<file path="src/hdl/bfr_pkg.sv">
// Shared types and constants for the byte-stuffed frame receiver.
`default_nettype none
package bfr_pkg;

    localparam logic [7:0] FLAG_BYTE = 8'h7E;
    localparam logic [7:0] ESC_BYTE  = 8'h7D;
    localparam logic [7:0] ESC_FLAG  = 8'h5E;
    localparam logic [7:0] ESC_ESC   = 8'h5D;

    localparam int LEN_W   = 9;
    localparam int QDEPTH  = 4;
    localparam int QPTR_W  = 2;

    // Register indexes on the configuration port (word address).
    localparam logic REG_ADDRESS = 1'b0;
    localparam logic REG_CONTROL = 1'b1;

    typedef struct packed {
        logic [7:0]       data_byte;
        logic             frame_end;
        logic             escape_error;
        logic [LEN_W-1:0] payload_length;
    } res_t;

endpackage
`default_nettype wire

</file>
<file path="src/hdl/byte_stuffed_frame_receiver_core.sv">
// Top level of the byte-stuffed frame receiver with its configuration registers.
// One received line byte is taken per beat on the s_ stream, and a new byte can be
// accepted every clock cycle; the per-byte state machine in the front end computes its
// next state combinationally. A result (payload byte, end of frame or escape error)
// enters the four-entry result queue when its byte is accepted and then leaves
// through the output register onto the m_ stream. The input stalls only when that queue is
// full. Configuration registers are at byte address 0 (address byte, reset 0x03) and 4
// (control byte, reset 0x00) and should be written only while the stream is idle.
`default_nettype none
module byte_stuffed_frame_receiver_core #(
    parameter int MAX_PAYLOAD = 256
) (
    input  wire logic        aclk,
    input  wire logic        aresetn,
    input  wire logic        s_tvalid,
    output logic             s_tready,
    input  wire logic [7:0]  s_tdata,   // [7:0] rx_byte
    output logic             m_tvalid,
    input  wire logic        m_tready,
    output logic [23:0]      m_tdata,   // [7:0] data_byte, [16:8] payload_length, rest zero
    output logic             m_tlast,   // frame_end
    output logic             m_tuser,   // escape_error
    input  wire logic        psel,
    input  wire logic        penable,
    input  wire logic        pwrite,
    input  wire logic [2:0]  paddr,
    input  wire logic [31:0] pwdata,
    output logic [31:0]      prdata,
    output logic             pready
);
    import bfr_pkg::*;

    logic [7:0] address_byte_reg;
    logic [7:0] control_byte_reg;
    logic       cfg_write;
    logic       q_full;
    logic       q_push;
    logic       q_empty;
    logic       q_pop;
    res_t       push_item;
    res_t       pop_item;

    assign pready    = 1'b1;
    assign cfg_write = psel && penable && pwrite && pready;

    always_ff @(posedge aclk) begin
        if (!aresetn) begin
            address_byte_reg <= 8'h03;
            control_byte_reg <= 8'h00;
        end else if (cfg_write) begin
            if (paddr[2] == REG_ADDRESS) address_byte_reg <= pwdata[7:0];
            if (paddr[2] == REG_CONTROL) control_byte_reg <= pwdata[7:0];
        end
    end

    assign prdata = (paddr[2] == REG_CONTROL) ? {24'b0, control_byte_reg}
                                              : {24'b0, address_byte_reg};

    bfr_front #(
        .MAX_PAYLOAD(MAX_PAYLOAD)
    ) u_front (
        .aclk         (aclk),
        .aresetn      (aresetn),
        .s_tvalid     (s_tvalid),
        .s_tready     (s_tready),
        .s_tdata      (s_tdata),
        .address_byte (address_byte_reg),
        .control_byte (control_byte_reg),
        .q_full       (q_full),
        .q_push       (q_push),
        .q_item       (push_item)
    );

    bfr_fifo u_fifo (
        .aclk      (aclk),
        .aresetn   (aresetn),
        .push      (q_push),
        .push_item (push_item),
        .full      (q_full),
        .pop       (q_pop),
        .empty     (q_empty),
        .pop_item  (pop_item)
    );

    bfr_back u_back (
        .aclk     (aclk),
        .aresetn  (aresetn),
        .q_empty  (q_empty),
        .q_item   (pop_item),
        .q_pop    (q_pop),
        .m_tvalid (m_tvalid),
        .m_tready (m_tready),
        .m_tdata  (m_tdata),
        .m_tlast  (m_tlast),
        .m_tuser  (m_tuser)
    );

endmodule
`default_nettype wire

</file>
<file path="src/hdl/bfr_front.sv">
// Front end: header match and destuffing state machine that produces result items.
`default_nettype none
module bfr_front #(
    parameter int MAX_PAYLOAD = 256
) (
    input  wire logic          aclk,
    input  wire logic          aresetn,
    input  wire logic          s_tvalid,
    output logic               s_tready,
    input  wire logic [7:0]    s_tdata,   // [7:0] rx_byte
    input  wire logic [7:0]    address_byte,
    input  wire logic [7:0]    control_byte,
    input  wire logic          q_full,
    output logic               q_push,
    output bfr_pkg::res_t      q_item
);
    import bfr_pkg::*;

    localparam int CNT_W = $clog2(MAX_PAYLOAD + 1);
    localparam logic [CNT_W-1:0] CNT_MAX = CNT_W'(MAX_PAYLOAD);

    localparam logic [2:0] PH_HUNT = 3'd0;
    localparam logic [2:0] PH_ADDR = 3'd1;
    localparam logic [2:0] PH_CTRL = 3'd2;
    localparam logic [2:0] PH_HCHK = 3'd3;
    localparam logic [2:0] PH_DATA = 3'd4;
    localparam logic [2:0] PH_ESC  = 3'd5;

    logic [2:0]             phase_reg, phase_next;
    logic [CNT_W-1:0]       count_reg, count_next;
    logic [CNT_W-1:0]       count_inc;
    logic                   in_fire;
    logic                   emit;
    logic [7:0]             emit_data;
    logic                   emit_end;
    logic                   emit_err;
    logic [CNT_W-1:0]       emit_len;
    logic [CNT_W+LEN_W-1:0] len_ext;
    logic [7:0]             b;

    assign s_tready = !q_full;
    assign in_fire  = s_tvalid && s_tready;
    assign b        = s_tdata;
    assign count_inc = (count_reg < CNT_MAX) ? count_reg + 1'b1 : count_reg;

    always_comb begin
        phase_next = phase_reg;
        count_next = count_reg;
        emit       = 1'b0;
        emit_data  = 8'h00;
        emit_end   = 1'b0;
        emit_err   = 1'b0;
        emit_len   = count_reg;
        case (phase_reg)
            PH_HUNT: begin
                if (b == FLAG_BYTE) phase_next = PH_ADDR;
            end
            PH_ADDR: begin
                if (b == address_byte) phase_next = PH_CTRL;
                else phase_next = (b == FLAG_BYTE) ? PH_ADDR : PH_HUNT;
            end
            PH_CTRL: begin
                if (b == control_byte) phase_next = PH_HCHK;
                else phase_next = (b == FLAG_BYTE) ? PH_ADDR : PH_HUNT;
            end
            PH_HCHK: begin
                if (b == (address_byte ^ control_byte)) begin
                    phase_next = PH_DATA;
                    count_next = '0;
                end else begin
                    phase_next = (b == FLAG_BYTE) ? PH_ADDR : PH_HUNT;
                end
            end
            PH_DATA: begin
                if (b == FLAG_BYTE) begin
                    phase_next = PH_HUNT;
                    emit       = 1'b1;
                    emit_end   = 1'b1;
                end else if (b == ESC_BYTE) begin
                    phase_next = PH_ESC;
                end else begin
                    emit       = 1'b1;
                    emit_data  = b;
                    count_next = count_inc;
                    emit_len   = count_inc;
                end
            end
            PH_ESC: begin
                if (b == ESC_FLAG || b == ESC_ESC) begin
                    phase_next = PH_DATA;
                    emit       = 1'b1;
                    emit_data  = (b == ESC_FLAG) ? FLAG_BYTE : ESC_BYTE;
                    count_next = count_inc;
                    emit_len   = count_inc;
                end else begin
                    phase_next = PH_HUNT;
                    emit       = 1'b1;
                    emit_err   = 1'b1;
                end
            end
            default: begin
                phase_next = PH_HUNT;
            end
        endcase
    end

    // The reported length is the count taken modulo 512.
    assign len_ext = {{LEN_W{1'b0}}, emit_len};

    assign q_push                = in_fire && emit;
    assign q_item.data_byte      = emit_data;
    assign q_item.frame_end      = emit_end;
    assign q_item.escape_error   = emit_err;
    assign q_item.payload_length = len_ext[LEN_W-1:0];

    always_ff @(posedge aclk) begin
        if (!aresetn) begin
            phase_reg <= PH_HUNT;
            count_reg <= '0;
        end else if (in_fire) begin
            phase_reg <= phase_next;
            count_reg <= count_next;
        end
    end

`ifndef SYNTH
    a_push_needs_beat: assert property (@(posedge aclk) disable iff (!aresetn)
        q_push |-> (s_tvalid && s_tready))
        else $error("result pushed without an accepted input beat");

    a_error_rehunts: assert property (@(posedge aclk) disable iff (!aresetn)
        (q_push && q_item.escape_error) |=> (phase_reg == PH_HUNT))
        else $error("escape error did not return to hunting");

    a_count_bound: assert property (@(posedge aclk) disable iff (!aresetn)
        count_reg <= CNT_MAX)
        else $error("payload count passed its saturation limit");

    a_end_clean: assert property (@(posedge aclk) disable iff (!aresetn)
        (q_push && q_item.frame_end) |-> (q_item.data_byte == 8'h00 && !q_item.escape_error))
        else $error("end-of-frame result carries data or an error");
`endif

endmodule
`default_nettype wire

</file>
<file path="src/hdl/bfr_fifo.sv">
// Small result queue between the front end and the output stage.
`default_nettype none
module bfr_fifo (
    input  wire logic          aclk,
    input  wire logic          aresetn,
    input  wire logic          push,
    input  wire bfr_pkg::res_t push_item,
    output logic               full,
    input  wire logic          pop,
    output logic               empty,
    output bfr_pkg::res_t      pop_item
);
    import bfr_pkg::*;

    res_t              mem [QDEPTH];
    logic [QPTR_W-1:0] wr_ptr_reg;
    logic [QPTR_W-1:0] rd_ptr_reg;
    logic [QPTR_W:0]   count_reg;
    logic              do_pop;

    assign full     = (count_reg == (QPTR_W+1)'(QDEPTH));
    assign empty    = (count_reg == '0);
    assign do_pop   = pop && !empty;
    assign pop_item = mem[rd_ptr_reg];

    always_ff @(posedge aclk) begin
        if (push && !full) begin
            mem[wr_ptr_reg] <= push_item;
        end
    end

    always_ff @(posedge aclk) begin
        if (!aresetn) begin
            wr_ptr_reg <= '0;
            rd_ptr_reg <= '0;
            count_reg  <= '0;
        end else begin
            if (push && !full) wr_ptr_reg <= wr_ptr_reg + 1'b1;
            if (do_pop) rd_ptr_reg <= rd_ptr_reg + 1'b1;
            case ({push && !full, do_pop})
                2'b10:   count_reg <= count_reg + 1'b1;
                2'b01:   count_reg <= count_reg - 1'b1;
                default: count_reg <= count_reg;
            endcase
        end
    end

endmodule
`default_nettype wire

</file>
<file path="src/hdl/bfr_back.sv">
// Output stage: takes results from the queue and holds them on the master stream.
`default_nettype none
module bfr_back (
    input  wire logic          aclk,
    input  wire logic          aresetn,
    input  wire logic          q_empty,
    input  wire bfr_pkg::res_t q_item,
    output logic               q_pop,
    output logic               m_tvalid,
    input  wire logic          m_tready,
    output logic [23:0]        m_tdata,   // [7:0] data_byte, [16:8] payload_length, rest zero
    output logic               m_tlast,   // frame_end
    output logic               m_tuser    // escape_error
);
    import bfr_pkg::*;

    logic m_valid_reg;
    res_t out_reg;
    logic load;

    // The output register refills whenever it is empty or its beat is taken.
    assign load  = !m_valid_reg || m_tready;
    assign q_pop = load && !q_empty;

    always_ff @(posedge aclk) begin
        if (!aresetn) begin
            m_valid_reg <= 1'b0;
        end else if (load) begin
            m_valid_reg <= !q_empty;
        end
    end

    always_ff @(posedge aclk) begin
        if (q_pop) begin
            out_reg <= q_item;
        end
    end

    assign m_tvalid = m_valid_reg;
    assign m_tdata  = {7'b0, out_reg.payload_length, out_reg.data_byte};
    assign m_tlast  = out_reg.frame_end;
    assign m_tuser  = out_reg.escape_error;

endmodule
`default_nettype wire

</file>
<file path="config.mk">
export PLATFORM = sky130hd
export DESIGN_NAME = byte_stuffed_frame_receiver_core
export DESIGN_NICKNAME = d
export VERILOG_FILES = /design/src/hdl/bfr_pkg.sv /design/src/hdl/byte_stuffed_frame_receiver_core.sv /design/src/hdl/bfr_front.sv /design/src/hdl/bfr_fifo.sv /design/src/hdl/bfr_back.sv
export SDC_FILE = /design/constraint.sdc
export NUM_CORES = 1
export LEC_CHECK = 0
export BUFFER_PORTS_ARGS = -buffer_cell sky130_fd_sc_hd__clkbuf_2
export CAP_MARGIN = 10
export CORE_MARGIN = 4
export CORE_UTILIZATION = 41
export CTS_BUF_LIST = sky130_fd_sc_hd__clkbuf_4 sky130_fd_sc_hd__clkbuf_8
export DETAILED_ROUTE_END_ITERATION = 8
export PLACE_DENSITY = 0.66
export SLEW_MARGIN = 25
export SYNTH_ARGS = -nofsm -noshare
export SYNTH_HDL_FRONTEND = slang
export SYNTH_SLANG_ARGS = --single-unit
</file>
<file path="constraint.sdc">
create_clock -name aclk -period 5.7 [get_ports aclk]
set_input_delay 0.285 -clock aclk [delete_from_list [all_inputs] [get_ports aclk]]
set_output_delay 0.285 -clock aclk [all_outputs]
set_load 0.02 [all_outputs]
</file>
==> impl_metrics.py <==
metrics = {
    "sta": {
        "final.period_utilization_pct": 50.44,
        "slew_headroom_pct": 43.24,
        "hold_viol_final": 0,
        "slew_violations": 0,
        "min_period_ns": 2.875,
        "tightest_slew_ns": 0.8449,
        "setup_tns_ns": 0,
        "rsz0062_at_grt": "false",
        "skew_ns": 0.009485,
        "setup_violations": 0,
        "max_freq_mhz": 347.8,
    },
    "synthesis": {
        "synthTopCellsByArea": "edfxtp_1 46%, dfxtp_1 12%, mux4_2 6.8%, buf_4 4.0%, nand2_1 3.2%",
        "synth-warning-count": 0,
        "netlist_area_sq_um": 6266,
        "yosysMostFrequentCell": "edfxtp_1",
        "synth.distinct_cells": 68,
        "synthTopCellsByCount": "95 x edfxtp_1, 53 x nand2_1, 36 x dfxtp_1",
        "synth_cells": 483,
        "synth_area_per_cell_sq_um": 12.97,
        "ys_seq_elements": 131,
        "yosysSeqAreaShare_pct": 57.03,
        "synth_edf_count": 95,
        "ys_dominant_reg_cell": "edfxtp_1",
        "synth_top_cell_by_area": "edfxtp_1",
        "async_reset_ff_share_pct": 0,
        "yosysTopAreaCellShare_pct": 45.53,
    },
    "clock_network": {
        "clock_latency_ns": 0.44,
        "htree_levels": 4,
        "numCtsBuffers": 17,
        "cts.sinks": 131,
        "postCtsHoldBufs": 0,
        "clk_pin_slew_ns": 0.08,
        "cts.path.max_buffers": 2,
        "clockRootBuffer": "clkbuf_8",
        "cts_setup_buffers": 0,
        "cts_tree": "yes",
        "cts_resized": 0,
    },
    "drt": {
        "drt_iter0_drc": 304,
        "drt-vias-per-instance": 5.288,
        "wire_per_inst_microns": 17.17,
        "ant_nets": 0,
        "firstDrtPassIters": 4,
        "vias": 3839,
        "drt_wl_total_microns": 12470,
        "drc_errors": 0,
    },
    "pwr": {
        "power_density_nw_per_um2": 326.8,
        "peakVddDrop_v": 0.0002642,
        "leakage_nw": 2.367,
    },
    "setup_path": {
        "arrival_ns": 3.22,
        "reg2reg_depth": 10,
        "timing.rr.start": "u_front.phase_reg[2]",
        "cp-end-kind": "flop",
        "startpoint_type": "flop",
        "critical_path_class": "flop to flop",
        "regToRegSetupSlack_ns": 2.83,
        "reg2reg_to": "u_fifo.count_reg[2]",
        "critical_path_required_ns": 6.05,
        "crit_path_max_fanout": 11,
    },
    "die": {
        "initial_core_util_pct": 42.47,
        "pin_count": 111,
        "die_h_microns": 131.6,
        "die_area_sq_um": 17330,
        "core_sq_um": 14750,
        "placementRows": 44,
        "die_w_microns": 131.6,
    },
    "finish": {
        "nNetsFinal": 586,
        "syn_to_final_growth_pct": 9.684,
        "diodes": 0,
        "utilization_pct": 46.58,
        "drive_gt1_share_pct": 24.72,
        "largest_register_ff_count": 76,
    },
    "global_routing": {
        "grt_pass1_wl_microns": 20090,
        "grt.overflow.total": 0,
        "grt_pass1_vias": 3929,
        "track_usage_pct": 14.62,
        "grt_max_degree": 28,
        "antenna_found_initial": 0,
    },
    "placement": {
        "io_buffers": 52,
        "place.gp.congestion": 0.8475,
        "dp_hpwl_microns": 8576,
    },
    "run": {
        "max_cap_violations": 0,
    },
    "min_path": {
        "whs_path_depth": 3,
        "holdCritPathClass": "input pin to flop",
        "min_to": "control_byte_reg[5]",
        "min_from": "pwdata[5]",
    },
    "status": {
        "status": "complete, no violations",
    },
}
area by class of cell:
| class | instances | area (sq um) |
|---|---|---|
| Tap cell | 184 | 230.2 |
| Multi-Input combinational cell | 314 | 2417 |
| Sequential cell | 131 | 3576 |
| Inverter | 12 | 45.04 |
| Clock buffer | 19 | 249.0 |
| Timing Repair Buffer | 53 | 267.8 |
| Clock inverter | 13 | 87.58 |
| Fill cell | 1345 | 7881 |
routing by layer:
layer / up-vias / part of all wire (%) / global-route usage, %
met1: 1882 / 44 / 17.94
met2: 113 / 48 / 24.18
li1: 1825 / - / -
met3: 19 / 6.0 / 4.625
met5: - / 0 / 0
met4: 0 / 1.8 / 5.718
worst max path at each step:
| stage | startpoint | end | slack [ns] | cells after the start |
|---|---|---|---|---|
| finish | u_front.phase_reg[2] | u_fifo.count_reg[2] | 2.83 | 10 |
| global route | u_front.phase_reg[2] | u_fifo.count_reg[2] | 2.53 | 10 |
| CTS | u_front.phase_reg[2] | u_fifo.count_reg[2] | 2.79 | 10 |
| detailed placement | u_front.phase_reg[2] | u_fifo.count_reg[2] | 2.82 | 10 |
| global placement | u_front.phase_reg[2] | u_fifo.mem[1][15] | 2.70 | 4 |
| floorplan | u_fifo.count_reg[0] | u_fifo.count_reg[2] | 2.75 | 8 |
cells in the final DEF (no fill, tap or decap), types with 4 or more instances in the layout:
master       n
dfxtp_1     34
nand4b_1     5
xnor3_1      8
ha_1         6
clkbuf_8    17
nor2_1      21
mux2_2       9
and2_2       4
clkinvlp_4   4
inv_1       11
a21oi_1     19
nand2b_1     4
edfxtp_1    95
o21ai_0      8
mux4_2      19
nand4_1      5
nand2_1     53
conb_1      32
nor3_1       9
clkbuf_2    52
a21o_1       6
xor2_1       8
xnor2_1     19
a31oi_1      4
nand3_1     16
stage by stage:
stage	instances	power (mW)	area (sq um)	hold slack [ns]	setup slack, ns
floorplan	513	1.547	6379	0.4090	2.750
global placement	694	1.597	6530	0.4666	2.704
detailed placement	694	1.606	6535	0.4764	2.816
CTS	726	2.275	6872	0.04399	2.790
global route	726	2.354	6873	0.06517	2.530
finish	726	2.246	6873	0.06953	2.825
critical path, stage by stage (launching register included):
cell     delay, ns
dfxtp_1       0.52
and2b_1       0.35
nand3_1       0.34
a41oi_2       0.48
inv_1         0.09
ha_1          0.22
inv_1         0.07
fa_1          0.17
xor2_1        0.08
or3_1         0.31
a21oi_1       0.14
cell families after synthesis:
group / count (synthesis) / synth area share [%]
other: 2 / 0.1199
xor gates and xnor gates: 36 / 6.909
DFF: 131 / 57.03
and+or+nand+nor: 142 / 11.68
AOI/OAI and AO/OA: 67 / 7.648
buffers and inverters: 68 / 6.330
muxes: 30 / 8.766
adders and majority gates: 7 / 1.518
report_power, final:
| part | leakage [nW] | total [mW] | internal (mW) | switching [mW] |
|---|---|---|---|---|
| clock network | 0.164 | 0.674 | 0.307 | 0.367 |
| logic | 1.08 | 0.399 | 0.147 | 0.252 |
| registers | 1.12 | 1.17 | 1.11 | 0.0624 |
No activity file was read; power rests on OpenSTA's default activity.
